`src/sv/indexed_multi_queue_list_macros.svh`:
```
// ----------------------------------------------------------------------------
// Indexed multi-queue list assertion macros
// Shared assertion macros for the queue manager. They are empty when
// NO_ASSERTIONS is defined.
// ----------------------------------------------------------------------------
`ifndef INDEXED_MULTI_QUEUE_LIST_MACROS_SVH
`define INDEXED_MULTI_QUEUE_LIST_MACROS_SVH

`ifndef NO_ASSERTIONS

// Checked at every edge outside reset.
`define IMQL_ASSERT(label, clk, rst, prop, msg) \
   label: assert property (@(posedge clk) disable iff (rst) prop) else $error(msg);

// Checked at every edge, reset included.
`define IMQL_ASSERT_ALWAYS(label, clk, prop, msg) \
   label: assert property (@(posedge clk) prop) else $error(msg);

`else

`define IMQL_ASSERT(label, clk, rst, prop, msg)

`define IMQL_ASSERT_ALWAYS(label, clk, prop, msg)

`endif

`endif

```
`src/sv/imql_pkg.sv`:
```
// ----------------------------------------------------------------------------
// Indexed multi-queue list package
// Transfer types, request codes and the microcode program of the sequencer.
// ----------------------------------------------------------------------------
package imql_pkg;

   localparam logic [1:0] REQ_ENQUEUE = 2'd0;
   localparam logic [1:0] REQ_DEQUEUE = 2'd1;
   localparam logic [1:0] REQ_REMOVE  = 2'd2;

   typedef struct packed {
      logic [1:0] req_type;
      logic [6:0] queue_id;
      logic [5:0] item_id;
   } request_type;

   typedef struct packed {
      logic [6:0] popped_id;
      logic       was_empty;
   } response_type;

   typedef enum logic [3:0] {
      STEP_IDLE,
      STEP_CLEAR,
      STEP_ENQ_READ,
      STEP_ENQ_LINK,
      STEP_ENQ_DONE,
      STEP_DEQ_READ,
      STEP_DEQ_NEXT,
      STEP_DEQ_LINK,
      STEP_DEQ_DONE,
      STEP_DEQ_EMPTY,
      STEP_REM_READ,
      STEP_REM_LINK,
      STEP_REM_DONE,
      STEP_NOP
   } step_type;

   typedef enum logic [3:0] {
      COND_NEVER,
      COND_ALWAYS,
      COND_TAIL_NULL,
      COND_TAIL_OK,
      COND_HEAD_NULL,
      COND_NEXT_NULL,
      COND_NEXT_OK,
      COND_HEAD_IS_ITEM,
      COND_HEAD_LINK_PREV,
      COND_TAIL_IS_ITEM,
      COND_TAIL_LINK_NEXT,
      COND_SWEEP_LAST
   } cond_type;

   typedef enum logic [2:0] {
      SRC_NULL,
      SRC_ITEM,
      SRC_HEAD,
      SRC_TAIL,
      SRC_PREV,
      SRC_NEXT
   } src_type;

   typedef enum logic [1:0] {
      RES_NONE,
      RES_POP,
      RES_EMPTY
   } res_type;

   typedef struct packed {
      logic tail_null;
      logic head_null;
      logic next_null;
      logic prev_null;
      logic head_is_item;
      logic tail_is_item;
      logic sweep_last;
   } flags_type;

   typedef struct packed {
      logic     dispatch;
      logic     sweep;
      logic     head_rd;
      logic     tail_rd;
      logic     prev_rd;
      logic     next_rd;
      src_type  next_ra;
      cond_type head_we;
      src_type  head_wd;
      cond_type tail_we;
      src_type  tail_wd;
      cond_type prev_we;
      src_type  prev_wa;
      src_type  prev_wd;
      cond_type next_we;
      src_type  next_wa;
      src_type  next_wd;
      logic     done;
      res_type  res;
      cond_type jmp_cond;
      step_type jmp_target;
      step_type next_step;
   } ctrl_type;

   function automatic logic cond_eval(cond_type c, flags_type f);
      logic r;
      case (c)
         COND_NEVER:          r = 1'b0;
         COND_ALWAYS:         r = 1'b1;
         COND_TAIL_NULL:      r = f.tail_null;
         COND_TAIL_OK:        r = !f.tail_null;
         COND_HEAD_NULL:      r = f.head_null;
         COND_NEXT_NULL:      r = f.next_null;
         COND_NEXT_OK:        r = !f.next_null;
         COND_HEAD_IS_ITEM:   r = f.head_is_item;
         COND_HEAD_LINK_PREV: r = !f.head_is_item && !f.prev_null;
         COND_TAIL_IS_ITEM:   r = f.tail_is_item;
         COND_TAIL_LINK_NEXT: r = !f.tail_is_item && !f.next_null;
         COND_SWEEP_LAST:     r = f.sweep_last;
         default:             r = 1'b0;
      endcase
      return r;
   endfunction

   // Microcode program, one control word per step.
   function automatic ctrl_type ucode_word(step_type s);
      ctrl_type w;
      w = '0;
      w.next_step = STEP_IDLE;
      case (s)
         STEP_IDLE: begin
            w.dispatch = 1'b1;
         end
         STEP_CLEAR: begin
            w.sweep      = 1'b1;
            w.head_we    = COND_ALWAYS;
            w.tail_we    = COND_ALWAYS;
            w.prev_we    = COND_ALWAYS;
            w.next_we    = COND_ALWAYS;
            w.jmp_cond   = COND_SWEEP_LAST;
            w.jmp_target = STEP_IDLE;
            w.next_step  = STEP_CLEAR;
         end
         STEP_ENQ_READ: begin
            w.tail_rd   = 1'b1;
            w.next_step = STEP_ENQ_LINK;
         end
         STEP_ENQ_LINK: begin
            w.next_we   = COND_TAIL_OK;
            w.next_wa   = SRC_TAIL;
            w.next_wd   = SRC_ITEM;
            w.prev_we   = COND_ALWAYS;
            w.prev_wa   = SRC_ITEM;
            w.prev_wd   = SRC_TAIL;
            w.tail_we   = COND_ALWAYS;
            w.tail_wd   = SRC_ITEM;
            w.head_we   = COND_TAIL_NULL;
            w.head_wd   = SRC_ITEM;
            w.next_step = STEP_ENQ_DONE;
         end
         STEP_ENQ_DONE: begin
            w.next_we = COND_ALWAYS;
            w.next_wa = SRC_ITEM;
            w.next_wd = SRC_NULL;
            w.done    = 1'b1;
            w.res     = RES_NONE;
         end
         STEP_DEQ_READ: begin
            w.head_rd   = 1'b1;
            w.next_step = STEP_DEQ_NEXT;
         end
         STEP_DEQ_NEXT: begin
            w.next_rd    = 1'b1;
            w.next_ra    = SRC_HEAD;
            w.jmp_cond   = COND_HEAD_NULL;
            w.jmp_target = STEP_DEQ_EMPTY;
            w.next_step  = STEP_DEQ_LINK;
         end
         STEP_DEQ_LINK: begin
            w.head_we   = COND_ALWAYS;
            w.head_wd   = SRC_NEXT;
            w.tail_we   = COND_NEXT_NULL;
            w.tail_wd   = SRC_NULL;
            w.prev_we   = COND_NEXT_OK;
            w.prev_wa   = SRC_NEXT;
            w.prev_wd   = SRC_NULL;
            w.next_we   = COND_ALWAYS;
            w.next_wa   = SRC_HEAD;
            w.next_wd   = SRC_NULL;
            w.next_step = STEP_DEQ_DONE;
         end
         STEP_DEQ_DONE: begin
            w.prev_we = COND_ALWAYS;
            w.prev_wa = SRC_HEAD;
            w.prev_wd = SRC_NULL;
            w.done    = 1'b1;
            w.res     = RES_POP;
         end
         STEP_DEQ_EMPTY: begin
            w.head_we = COND_ALWAYS;
            w.head_wd = SRC_NULL;
            w.tail_we = COND_ALWAYS;
            w.tail_wd = SRC_NULL;
            w.done    = 1'b1;
            w.res     = RES_EMPTY;
         end
         STEP_REM_READ: begin
            w.head_rd   = 1'b1;
            w.tail_rd   = 1'b1;
            w.prev_rd   = 1'b1;
            w.next_rd   = 1'b1;
            w.next_ra   = SRC_ITEM;
            w.next_step = STEP_REM_LINK;
         end
         STEP_REM_LINK: begin
            w.head_we   = COND_HEAD_IS_ITEM;
            w.head_wd   = SRC_NEXT;
            w.next_we   = COND_HEAD_LINK_PREV;
            w.next_wa   = SRC_PREV;
            w.next_wd   = SRC_NEXT;
            w.tail_we   = COND_TAIL_IS_ITEM;
            w.tail_wd   = SRC_PREV;
            w.prev_we   = COND_TAIL_LINK_NEXT;
            w.prev_wa   = SRC_NEXT;
            w.prev_wd   = SRC_PREV;
            w.next_step = STEP_REM_DONE;
         end
         STEP_REM_DONE: begin
            w.prev_we = COND_ALWAYS;
            w.prev_wa = SRC_ITEM;
            w.prev_wd = SRC_NULL;
            w.next_we = COND_ALWAYS;
            w.next_wa = SRC_ITEM;
            w.next_wd = SRC_NULL;
            w.done    = 1'b1;
            w.res     = RES_NONE;
         end
         STEP_NOP: begin
            w.done = 1'b1;
            w.res  = RES_NONE;
         end
         default: begin
            w.next_step = STEP_IDLE;
         end
      endcase
      return w;
   endfunction

endpackage

```
`src/sv/indexed_multi_queue_list.sv`:
```
// ----------------------------------------------------------------------------
// Indexed multi-queue list
// Keeps ITEM_COUNT+1 FIFO queues of item ids as doubly linked lists in head,
// tail, prev and next memories; a microcoded sequencer runs each request.
//
// The request channel carries one request per transfer: enqueue an item at a
// queue's tail, dequeue a queue's head, or unlink a given item. Every request
// produces exactly one response transfer with the popped id (null otherwise)
// and an empty flag. Requests with an out-of-range queue or item, or an
// unknown code, change nothing.
// One request is in work at a time: the block takes no new request until
// the dependent read-then-write steps of the last one on the memories are
// done. The response appears in the register in the cycle after the last
// step. After reset a clearing pass writes null into every entry, during
// which req_stall stays high.
// While rsp_stall holds a response, a new request is still taken and run up
// to its last step, which then waits until the output register is free.
// ----------------------------------------------------------------------------
`include "indexed_multi_queue_list_macros.svh"

module indexed_multi_queue_list
   import imql_pkg::*;
#(
   parameter int ITEM_COUNT = 64
) (
   input  logic         clock,
   input  logic         reset,
   input  logic         req_valid,
   output logic         req_stall,
   input  request_type  req_data,
   output logic         rsp_valid,
   input  logic         rsp_stall,
   output response_type rsp_data
);

   ctrl_type     ctrl;
   flags_type    flags;
   response_type result;
   logic         step_go;
   logic         req_take;
   logic         out_busy;
   logic         rsp_load;
   logic         rsp_valid_ff;
   logic         rsp_valid_ff_in;
   response_type rsp_data_ff;
   response_type rsp_data_ff_in;

   imql_sequencer #(
      .ITEM_COUNT (ITEM_COUNT)
   ) u_sequencer (
      .clock     (clock),
      .reset     (reset),
      .req_valid (req_valid),
      .req_data  (req_data),
      .out_busy  (out_busy),
      .flags     (flags),
      .req_stall (req_stall),
      .req_take  (req_take),
      .ctrl      (ctrl),
      .step_go   (step_go)
   );

   imql_datapath #(
      .ITEM_COUNT (ITEM_COUNT)
   ) u_datapath (
      .clock    (clock),
      .reset    (reset),
      .req_take (req_take),
      .req_data (req_data),
      .ctrl     (ctrl),
      .step_go  (step_go),
      .flags    (flags),
      .result   (result)
   );

   always_comb begin
      out_busy        = rsp_valid_ff && rsp_stall;
      rsp_load        = ctrl.done && step_go;
      rsp_valid_ff_in = rsp_load || out_busy;
      rsp_data_ff_in  = rsp_load ? result : rsp_data_ff;
   end

   always_ff @(posedge clock) begin
      if (reset) begin
         rsp_valid_ff <= 1'b0;
      end else begin
         rsp_valid_ff <= rsp_valid_ff_in;
      end
   end

   always_ff @(posedge clock) begin
      rsp_data_ff <= rsp_data_ff_in;
   end

   assign rsp_valid = rsp_valid_ff;
   assign rsp_data  = rsp_data_ff;

   `IMQL_ASSERT(a_no_overwrite, clock, reset, (rsp_valid_ff && rsp_stall) |-> !rsp_load, "a held response must not be overwritten")

endmodule

```
`src/sv/imql_ram.sv`:
```
// ----------------------------------------------------------------------------
// Indexed multi-queue list RAM
// Generic single-port-write, single-port-read memory with registered read.
// ----------------------------------------------------------------------------
module imql_ram #(
   parameter int WIDTH  = 8,
   parameter int DEPTH  = 16,
   parameter int ADDR_W = 4
) (
   input  logic              clock,
   input  logic              wr_en,
   input  logic [ADDR_W-1:0] wr_addr,
   input  logic [WIDTH-1:0]  wr_data,
   input  logic              rd_en,
   input  logic [ADDR_W-1:0] rd_addr,
   output logic [WIDTH-1:0]  rd_data
);

   logic [WIDTH-1:0] mem_ff [DEPTH];
   logic [WIDTH-1:0] rd_data_ff;

   always_ff @(posedge clock) begin
      if (wr_en) begin
         mem_ff[wr_addr] <= wr_data;
      end
      if (rd_en) begin
         rd_data_ff <= mem_ff[rd_addr];
      end
   end

   assign rd_data = rd_data_ff;

endmodule

```
`src/sv/imql_sequencer.sv`:
```
// ----------------------------------------------------------------------------
// Indexed multi-queue list sequencer
// Step counter, microcode lookup, request dispatch and conditional jumps.
// ----------------------------------------------------------------------------
`include "indexed_multi_queue_list_macros.svh"

module imql_sequencer
   import imql_pkg::*;
#(
   parameter int ITEM_COUNT = 64
) (
   input  logic        clock,
   input  logic        reset,
   input  logic        req_valid,
   input  request_type req_data,
   input  logic        out_busy,
   input  flags_type   flags,
   output logic        req_stall,
   output logic        req_take,
   output ctrl_type    ctrl,
   output logic        step_go
);

   step_type step_ff;
   step_type step_ff_in;
   step_type entry;
   logic     queue_ok;
   logic     item_ok;

   always_comb begin
      queue_ok = {25'd0, req_data.queue_id} <= 32'(ITEM_COUNT);
      item_ok  = {26'd0, req_data.item_id} < 32'(ITEM_COUNT);
      case (req_data.req_type)
         REQ_ENQUEUE: entry = (queue_ok && item_ok) ? STEP_ENQ_READ : STEP_NOP;
         REQ_DEQUEUE: entry = queue_ok ? STEP_DEQ_READ : STEP_NOP;
         REQ_REMOVE:  entry = (queue_ok && item_ok) ? STEP_REM_READ : STEP_NOP;
         default:     entry = STEP_NOP;
      endcase
   end

   always_comb begin
      ctrl       = ucode_word(step_ff);
      step_go    = !(ctrl.done && out_busy);
      req_stall  = !ctrl.dispatch;
      req_take   = ctrl.dispatch && req_valid;
      step_ff_in = step_ff;
      if (ctrl.dispatch) begin
         if (req_valid) begin
            step_ff_in = entry;
         end
      end else if (step_go) begin
         if (cond_eval(ctrl.jmp_cond, flags)) begin
            step_ff_in = ctrl.jmp_target;
         end else begin
            step_ff_in = ctrl.next_step;
         end
      end
   end

   always_ff @(posedge clock) begin
      if (reset) begin
         step_ff <= STEP_CLEAR;
      end else begin
         step_ff <= step_ff_in;
      end
   end

   `IMQL_ASSERT_ALWAYS(a_reset_starts_clear, clock, reset |=> step_ff == STEP_CLEAR, "reset must start the clearing pass")
   `IMQL_ASSERT(a_take_leaves_idle, clock, reset, req_take |=> step_ff != STEP_IDLE, "an accepted request must start a program")

endmodule

```
`src/sv/imql_datapath.sv`:
```
// ----------------------------------------------------------------------------
// Indexed multi-queue list datapath
// Head, tail and link memories with the address and data selection that the
// control word drives, the clearing counter and the condition flags.
// ----------------------------------------------------------------------------
`include "indexed_multi_queue_list_macros.svh"

module imql_datapath
   import imql_pkg::*;
#(
   parameter int ITEM_COUNT = 64
) (
   input  logic         clock,
   input  logic         reset,
   input  logic         req_take,
   input  request_type  req_data,
   input  ctrl_type     ctrl,
   input  logic         step_go,
   output flags_type    flags,
   output response_type result
);

   localparam int ID_W = $clog2(ITEM_COUNT + 1);
   localparam int IA_W = $clog2(ITEM_COUNT);
   localparam logic [ID_W-1:0] NULL_ID = ID_W'(ITEM_COUNT);

   logic [ID_W-1:0] queue_ff;
   logic [ID_W-1:0] queue_ff_in;
   logic [IA_W-1:0] item_ff;
   logic [IA_W-1:0] item_ff_in;
   logic [ID_W-1:0] cnt_ff;
   logic [ID_W-1:0] cnt_ff_in;

   logic [ID_W+6:0] queue_wide;
   logic [IA_W+5:0] item_wide;
   logic [IA_W:0]   item_ext;
   logic [ID_W-1:0] item_val;
   logic [ID_W+6:0] head_out;
   logic [ID_W+6:0] null_out;

   logic [ID_W-1:0] head_rd;
   logic [ID_W-1:0] tail_rd;
   logic [ID_W-1:0] prev_rd;
   logic [ID_W-1:0] next_rd;

   logic            head_we;
   logic            tail_we;
   logic            prev_we;
   logic            next_we;
   logic            link_block;
   logic [ID_W-1:0] qt_waddr;
   logic [ID_W-1:0] head_wdata;
   logic [ID_W-1:0] tail_wdata;
   logic [ID_W-1:0] prev_wa_val;
   logic [ID_W-1:0] next_wa_val;
   logic [ID_W-1:0] prev_wdata;
   logic [ID_W-1:0] next_wdata;
   logic [ID_W-1:0] next_ra_val;
   logic [IA_W-1:0] prev_waddr;
   logic [IA_W-1:0] next_waddr;
   logic [IA_W-1:0] next_raddr;

   function automatic logic [ID_W-1:0] pick(src_type s, logic [ID_W-1:0] it,
                                            logic [ID_W-1:0] hd, logic [ID_W-1:0] tl,
                                            logic [ID_W-1:0] pv, logic [ID_W-1:0] nx);
      logic [ID_W-1:0] v;
      case (s)
         SRC_NULL: v = NULL_ID;
         SRC_ITEM: v = it;
         SRC_HEAD: v = hd;
         SRC_TAIL: v = tl;
         SRC_PREV: v = pv;
         SRC_NEXT: v = nx;
         default:  v = NULL_ID;
      endcase
      return v;
   endfunction

   always_comb begin
      queue_wide  = {{ID_W{1'b0}}, req_data.queue_id};
      item_wide   = {{IA_W{1'b0}}, req_data.item_id};
      queue_ff_in = req_take ? queue_wide[ID_W-1:0] : queue_ff;
      item_ff_in  = req_take ? item_wide[IA_W-1:0] : item_ff;
      item_ext    = {1'b0, item_ff};
      item_val    = item_ext[ID_W-1:0];

      flags.tail_null    = tail_rd == NULL_ID;
      flags.head_null    = head_rd == NULL_ID;
      flags.next_null    = next_rd == NULL_ID;
      flags.prev_null    = prev_rd == NULL_ID;
      flags.head_is_item = head_rd == item_val;
      flags.tail_is_item = tail_rd == item_val;
      flags.sweep_last   = cnt_ff == NULL_ID;

      cnt_ff_in = cnt_ff;
      if (ctrl.sweep && step_go) begin
         cnt_ff_in = flags.sweep_last ? '0 : cnt_ff + ID_W'(1);
      end
   end

   always_comb begin
      link_block  = ctrl.sweep && flags.sweep_last;
      head_we     = step_go && cond_eval(ctrl.head_we, flags);
      tail_we     = step_go && cond_eval(ctrl.tail_we, flags);
      prev_we     = step_go && cond_eval(ctrl.prev_we, flags) && !link_block;
      next_we     = step_go && cond_eval(ctrl.next_we, flags) && !link_block;

      qt_waddr    = ctrl.sweep ? cnt_ff : queue_ff;
      head_wdata  = pick(ctrl.head_wd, item_val, head_rd, tail_rd, prev_rd, next_rd);
      tail_wdata  = pick(ctrl.tail_wd, item_val, head_rd, tail_rd, prev_rd, next_rd);
      prev_wdata  = pick(ctrl.prev_wd, item_val, head_rd, tail_rd, prev_rd, next_rd);
      next_wdata  = pick(ctrl.next_wd, item_val, head_rd, tail_rd, prev_rd, next_rd);
      prev_wa_val = ctrl.sweep ? cnt_ff
                               : pick(ctrl.prev_wa, item_val, head_rd, tail_rd,
                                      prev_rd, next_rd);
      next_wa_val = ctrl.sweep ? cnt_ff
                               : pick(ctrl.next_wa, item_val, head_rd, tail_rd,
                                      prev_rd, next_rd);
      next_ra_val = pick(ctrl.next_ra, item_val, head_rd, tail_rd, prev_rd, next_rd);
      prev_waddr  = prev_wa_val[IA_W-1:0];
      next_waddr  = next_wa_val[IA_W-1:0];
      next_raddr  = next_ra_val[IA_W-1:0];

      head_out    = {7'd0, head_rd};
      null_out    = {7'd0, NULL_ID};
      result.popped_id = (ctrl.res == RES_POP) ? head_out[6:0] : null_out[6:0];
      result.was_empty = ctrl.res == RES_EMPTY;
   end

   always_ff @(posedge clock) begin
      queue_ff <= queue_ff_in;
      item_ff  <= item_ff_in;
   end

   always_ff @(posedge clock) begin
      if (reset) begin
         cnt_ff <= '0;
      end else begin
         cnt_ff <= cnt_ff_in;
      end
   end

   imql_ram #(
      .WIDTH  (ID_W),
      .DEPTH  (ITEM_COUNT + 1),
      .ADDR_W (ID_W)
   ) u_head_ram (
      .clock   (clock),
      .wr_en   (head_we),
      .wr_addr (qt_waddr),
      .wr_data (head_wdata),
      .rd_en   (ctrl.head_rd),
      .rd_addr (queue_ff),
      .rd_data (head_rd)
   );

   imql_ram #(
      .WIDTH  (ID_W),
      .DEPTH  (ITEM_COUNT + 1),
      .ADDR_W (ID_W)
   ) u_tail_ram (
      .clock   (clock),
      .wr_en   (tail_we),
      .wr_addr (qt_waddr),
      .wr_data (tail_wdata),
      .rd_en   (ctrl.tail_rd),
      .rd_addr (queue_ff),
      .rd_data (tail_rd)
   );

   imql_ram #(
      .WIDTH  (ID_W),
      .DEPTH  (ITEM_COUNT),
      .ADDR_W (IA_W)
   ) u_prev_ram (
      .clock   (clock),
      .wr_en   (prev_we),
      .wr_addr (prev_waddr),
      .wr_data (prev_wdata),
      .rd_en   (ctrl.prev_rd),
      .rd_addr (item_ff),
      .rd_data (prev_rd)
   );

   imql_ram #(
      .WIDTH  (ID_W),
      .DEPTH  (ITEM_COUNT),
      .ADDR_W (IA_W)
   ) u_next_ram (
      .clock   (clock),
      .wr_en   (next_we),
      .wr_addr (next_waddr),
      .wr_data (next_wdata),
      .rd_en   (ctrl.next_rd),
      .rd_addr (next_raddr),
      .rd_data (next_rd)
   );

   `IMQL_ASSERT(a_pop_has_item, clock, reset, (ctrl.done && ctrl.res == RES_POP) |-> !flags.head_null, "a dequeue must not pop the null id")
   `IMQL_ASSERT(a_sweep_counts, clock, reset, (ctrl.sweep && !flags.sweep_last) |=> cnt_ff == $past(cnt_ff) + ID_W'(1), "the clearing counter must advance by one")

endmodule

```
`config.mk`:
```
export PLATFORM = sky130hd
export DESIGN_NAME = indexed_multi_queue_list
export DESIGN_NICKNAME = d
export VERILOG_FILES = /design/src/sv/imql_pkg.sv /design/src/sv/indexed_multi_queue_list.sv /design/src/sv/imql_ram.sv /design/src/sv/imql_sequencer.sv /design/src/sv/imql_datapath.sv
export VERILOG_INCLUDE_DIRS = /design/src /design/src/sv
export SDC_FILE = /design/constraint.sdc
export NUM_CORES = 2
export LEC_CHECK = 0
export BUFFER_PORTS_ARGS = -buffer_cell sky130_fd_sc_hd__buf_2
export CORE_UTILIZATION = 65
export DETAILED_ROUTE_END_ITERATION = 10
export MAX_ROUTING_LAYER = met4
export PLACE_DENSITY = 0.81
export RECOVER_POWER = 25
export SLEW_MARGIN = 40
export SYNTH_ARGS = -nofsm -noshare
export SYNTH_HDL_FRONTEND = slang
export SYNTH_HIERARCHICAL = 1
export SYNTH_SLANG_ARGS = --single-unit
```
`constraint.sdc`:
```
create_clock -name clock -period 7.21 [get_ports clock]
set_clock_uncertainty 0.1 [all_clocks]
set_input_delay 1.0815 -clock clock [delete_from_list [all_inputs] [get_ports clock]]
set_output_delay 1.0815 -clock clock [all_outputs]
set_load 0.01 [all_outputs]
```
# ---- After elaboration in Yosys (flattened, before gate mapping)
# Memory sizes are Yosys's and may differ from the RTL's. A register that Yosys moved wholly into a read port is not among the register bits.
# Index checks and enable logic that the tools add are counted.
dict set report op_classes {
  add_sub_neg 1
  magnitude_cmp 1
  n_eq_ne 116
  n_mux 51
  n_reduce_logical 35
}
# operator count
set op_table {}
lappend op_table {{$pmux W7 S5} 4}
lappend op_table {{$pmux W6 S5} 4}
lappend op_table {{$eq A4 B4 Y1 const B} 22}
lappend op_table {{$eq A4 B3 Y1 const B} 20}
lappend op_table {{$pmux W1 S11} 5}
lappend op_table {{$eq A3 B3 Y1 const B} 18}
lappend op_table {{$eq A3 B2 Y1 const B} 16}
lappend op_table {{$pmux W4 S3} 4}
lappend op_table {{$eq A4 B2 Y1 const B} 10}
lappend op_table {{$eq A7 B7 Y1 const B} 5}
lappend op_table {{$pmux W4 S8} 1}
lappend op_table {{$eq A3 B1 Y1 const B} 8}
lappend op_table {{$mux W4} 6}
lappend op_table {{$pmux W6 S4} 1}
lappend op_table {{$eq A4 B1 Y1 const B} 5}
lappend op_table {{$pmux W3 S3} 2}
lappend op_table {{$eq A3 B4 Y1 const B} 4}
lappend op_table {{$pmux W8 S2} 1}
lappend op_table {{$mux W1} 15}
lappend op_table {{$eq A7 B6 Y1} 2}
lappend op_table {{$logic_and A1 B1 Y1} 14}
lappend op_table {{$mux W7} 2}
lappend op_table {{$mux W6} 2}
lappend op_table {{$pmux W3 S2} 2}
lappend op_table {{15 further kinds} 31}
dict set report totals {
  reg_bits 33
  ramBits 1806
  out_inout_bits 10
  mem_count 4
}
# name words width rd rd_clocked_by_memory_dff wr line
set memory_table {}
lappend memory_table {u_datapath.u_head_ram.mem_ff 65 7 1 1 1 imql_ram.sv:19} ;# logic [WIDTH-1:0] mem_ff [DEPTH];
lappend memory_table {u_datapath.u_tail_ram.mem_ff 65 7 1 1 1 imql_ram.sv:19}
lappend memory_table {u_datapath.u_next_ram.mem_ff 64 7 1 1 1 imql_ram.sv:19}
lappend memory_table {u_datapath.u_prev_ram.mem_ff 64 7 1 1 1 imql_ram.sv:19}

# ---- Longest topological paths before layout
dict set report logic_depth {
  word_depth 9
  depth_mapped 16
  depth_no_buf 12
}

# ---- Hierarchy
# Netlist, hierarchy kept.
# module instances cells_per_inst area_each_um2 seq_area_each_um2
set by_module_without_submodules {}
lappend by_module_without_submodules {{imql_ram (u_datapath.u_head_ram ...)} 2 818 18044.8 13873.3}
lappend by_module_without_submodules {{imql_ram (u_datapath.u_next_ram ...)} 2 827 17705.7 13663.1}
lappend by_module_without_submodules {imql_datapath 1 516 3837.4 530.5}
lappend by_module_without_submodules {imql_sequencer 1 124 879.6 80.1}
lappend by_module_without_submodules {indexed_multi_queue_list 1 12 287.8 260.2}

# ---- Worst setup path after synthesis
# Ideal clock, no wire load.
dict set report synth_timing {
  path_kind {reg-to-reg}
  start {register u_sequencer.step_ff[0]}
  end {memory u_datapath/u_prev_ram/mem_ff[0][5] (netlist bit), data pin}
  setup_ns 0.702
  arrival_time_ns 3.968
  required_time_ns 6.408
  path_slack_ns 2.440
  path_stages_with_launch 8
  synth_period_minus_slack_ns 4.770
  cell_sequence {dfxtp_1 > buf_6 > nand2_2 > nor3_1 > clkbuf_1 > mux2_2 > a21oi_1 > o21ai_0}
}
# element line
set synth_rtl {}
lappend synth_rtl {{from (decl)} imql_sequencer.sv:24} ;# step_type step_ff;
lappend synth_rtl {{from (signal assigned)} imql_sequencer.sv:64} ;# step_ff <= step_ff_in;
lappend synth_rtl {{to (decl)} imql_ram.sv:19}

==> metrics <==
GP Congestion 0.919; min-delay worst type in2reg; crit-path max FO 64; initial antenna violation count 6; hold_sp req_data[4]; crit path launch type flip-flop; worst skew pair latency 0.77 ns; Layout area overhead 9.78%; cell count after synthesis 3933; postcts setup bufs 0; met1 Usage GRT 42.6%; Starting Density 65.7%; Power Total 0.0283 W; setup violators final 0; Min Hold Slack 0.392 ns; Num Clock Sinks 1867; Antenna Nets Post-Route 0; Final #Nets 4015; drt total wl 176 mm; leakage power 26.1 nW; drt first pass iters 6; global route overflow 0; CP endpoint kind flip-flop; hold_buf cts 0; Reg clk slew, reported paths 0.06 ns; Placed Area 78500 sq um; Max-cap violations 18; Post-DP HPWL 102 mm; Fmax 0.168 GHz; Final period util 82.7%; finished layout cell area 83900 sq um; launch point of the worst path u_sequencer/step_ff[0]; CTS tree done; share of cells above drive strength 1 22.7%; Avg Cell Area, Syn 19.4 sq um; Port Buffers 28; met3 usage 5.90%; CTS Buf Count 175; placement row count 125; first-pass GRT wire length 260 mm; DRC Markers 0; die area 119000 sq um; DIE WIDTH 345 um; vias per cell 7.11; failing checks capacitance limit, slew limit; WP data arrival 5.96 ns; Yosys warning total 6; area of the multi-input gates 19600 sq um; Final Hold Viols 0; headroom to the max-slew limit -144%; Most Crowded Layer GR met2; CTS H-Tree Depth 4; r2r startpoint u_sequencer/step_ff[0]; DR vias 40.1k; Max rail drop VDD 0.407 mV; WL/cell 31.1 um; vias in the first global route 39.7k; pin count of the biggest net entering global routing 113; total track usage 31.0%; Post-CTS Resized 0; Die H 345 um; register area 55900 sq um; Filler Cell Count 6499; Worst-Margin Slew 3.67 ns; core area 116000 sq um; met2 Resource Use GR 47.2%; Setup TNS 0 ns; root buf cell clkbuf_16; boundary pin count 29; maximum buffer depth of the clock tree 3; Max Transition Viols Final 1109; Mapped Area 76400 sq um; initial drt markers 6066; crit path time final 5.96 ns; Power Dens Cells 338 nW/um^2; CP Class reg2reg; RSZ-0062 raised after global routing no; status complete, but fails checks; Critical Path RT 7.21 ns
[worst max-delay path, cell delays in order, from the launching register on]
cell and delay, ns:
dfxtp_1 0.70, nand2_1 0.51, nor2_1 0.23, clkbuf_1 0.79, nor2b_1 0.31, a22oi_1 0.16
o22ai_4 0.18, clkbuf_1 2.25
[layout by cell type, fill, tap and decap left out, types with 48 or more instances in the layout]
cell,n
a21oi_1,48
nor2b_1,56
clkbuf_16,183
edfxtp_1,1855
mux2_2,87
mux4_2,448
mux2i_1,119
nor2_1,325
clkbuf_1,83
a22oi_1,72
nand2_1,63
[stage by stage]
step | utilization (%) | setup slack, ns | std cells
3_5_place_dp | 67.4 | 1.85 | 5324
5_1_grt | 72.1 | 0.824 | 5640
2_1_floorplan | - | 2.44 | 3939
3_3_place_gp | 67.2 | 1.40 | 5317
6_report | 72.1 | 1.25 | 5641
4_1_cts | 72.2 | 1.68 | 5634
[flip-flops by register name, indices dropped and copies added (netlist names), 6 cells and up]
| register | count |
|---|---|
| u_datapath/u_next_ram/rd_data | 7 |
| u_datapath/u_head_ram/mem_ff | 455 |
| u_datapath/u_head_ram/rd_data | 7 |
| u_datapath/cnt_ff | 7 |
| rsp_data | 8 |
| u_datapath/u_next_ram/mem_ff | 448 |
| u_datapath/u_tail_ram/rd_data | 7 |
| u_datapath/u_tail_ram/mem_ff | 455 |
| u_datapath/u_prev_ram/mem_ff | 448 |
| u_datapath/u_prev_ram/rd_data | 7 |
| u_datapath/item_ff | 6 |
| u_datapath/queue_ff | 7 |
[area by class of cell]
class	instances	share of cell area (%)
Sequential cell	1867	66.7
Multi-Input combinational cell	1791	23.3
Clock buffer	228	5.66
Tap cell	1524	2.27
Clock inverter	82	0.969
Timing Repair Buffer	111	0.956
Inverter	33	0.148
Antenna cell	5	0.0149
[worst paths after layout]
kind | endpoint | slack, ns | cells after the start
min reg2reg | u_datapath/u_head_ram/rd_data[6] | 0.46 | 2
max reg2reg | u_datapath/u_next_ram/mem_ff[52][5] | 1.25 | 7
min | u_datapath/item_ff[4] | 0.39 | 1
max | u_datapath/u_next_ram/mem_ff[52][5] | 1.25 | 7
[power breakdown]
group / switching, W / internal [W]
Clock: 0.00381 / 0.00522
Combinational: 0.00389 / 0.00144
Sequential: 0.000194 / 0.0138
Total: 0.00789 / 0.0204
[per-layer routing]
| metal | up-vias | wire, um |
|---|---|---|
| met3 | 499 | 19700 |
| met5 | - | 0 |
| met4 | 0 | 6750 |
| met2 | 2788 | 84800 |
| li1 | 16300 | - |
| met1 | 20500 | 64400 |
Power figures use the tool's default switching activity.
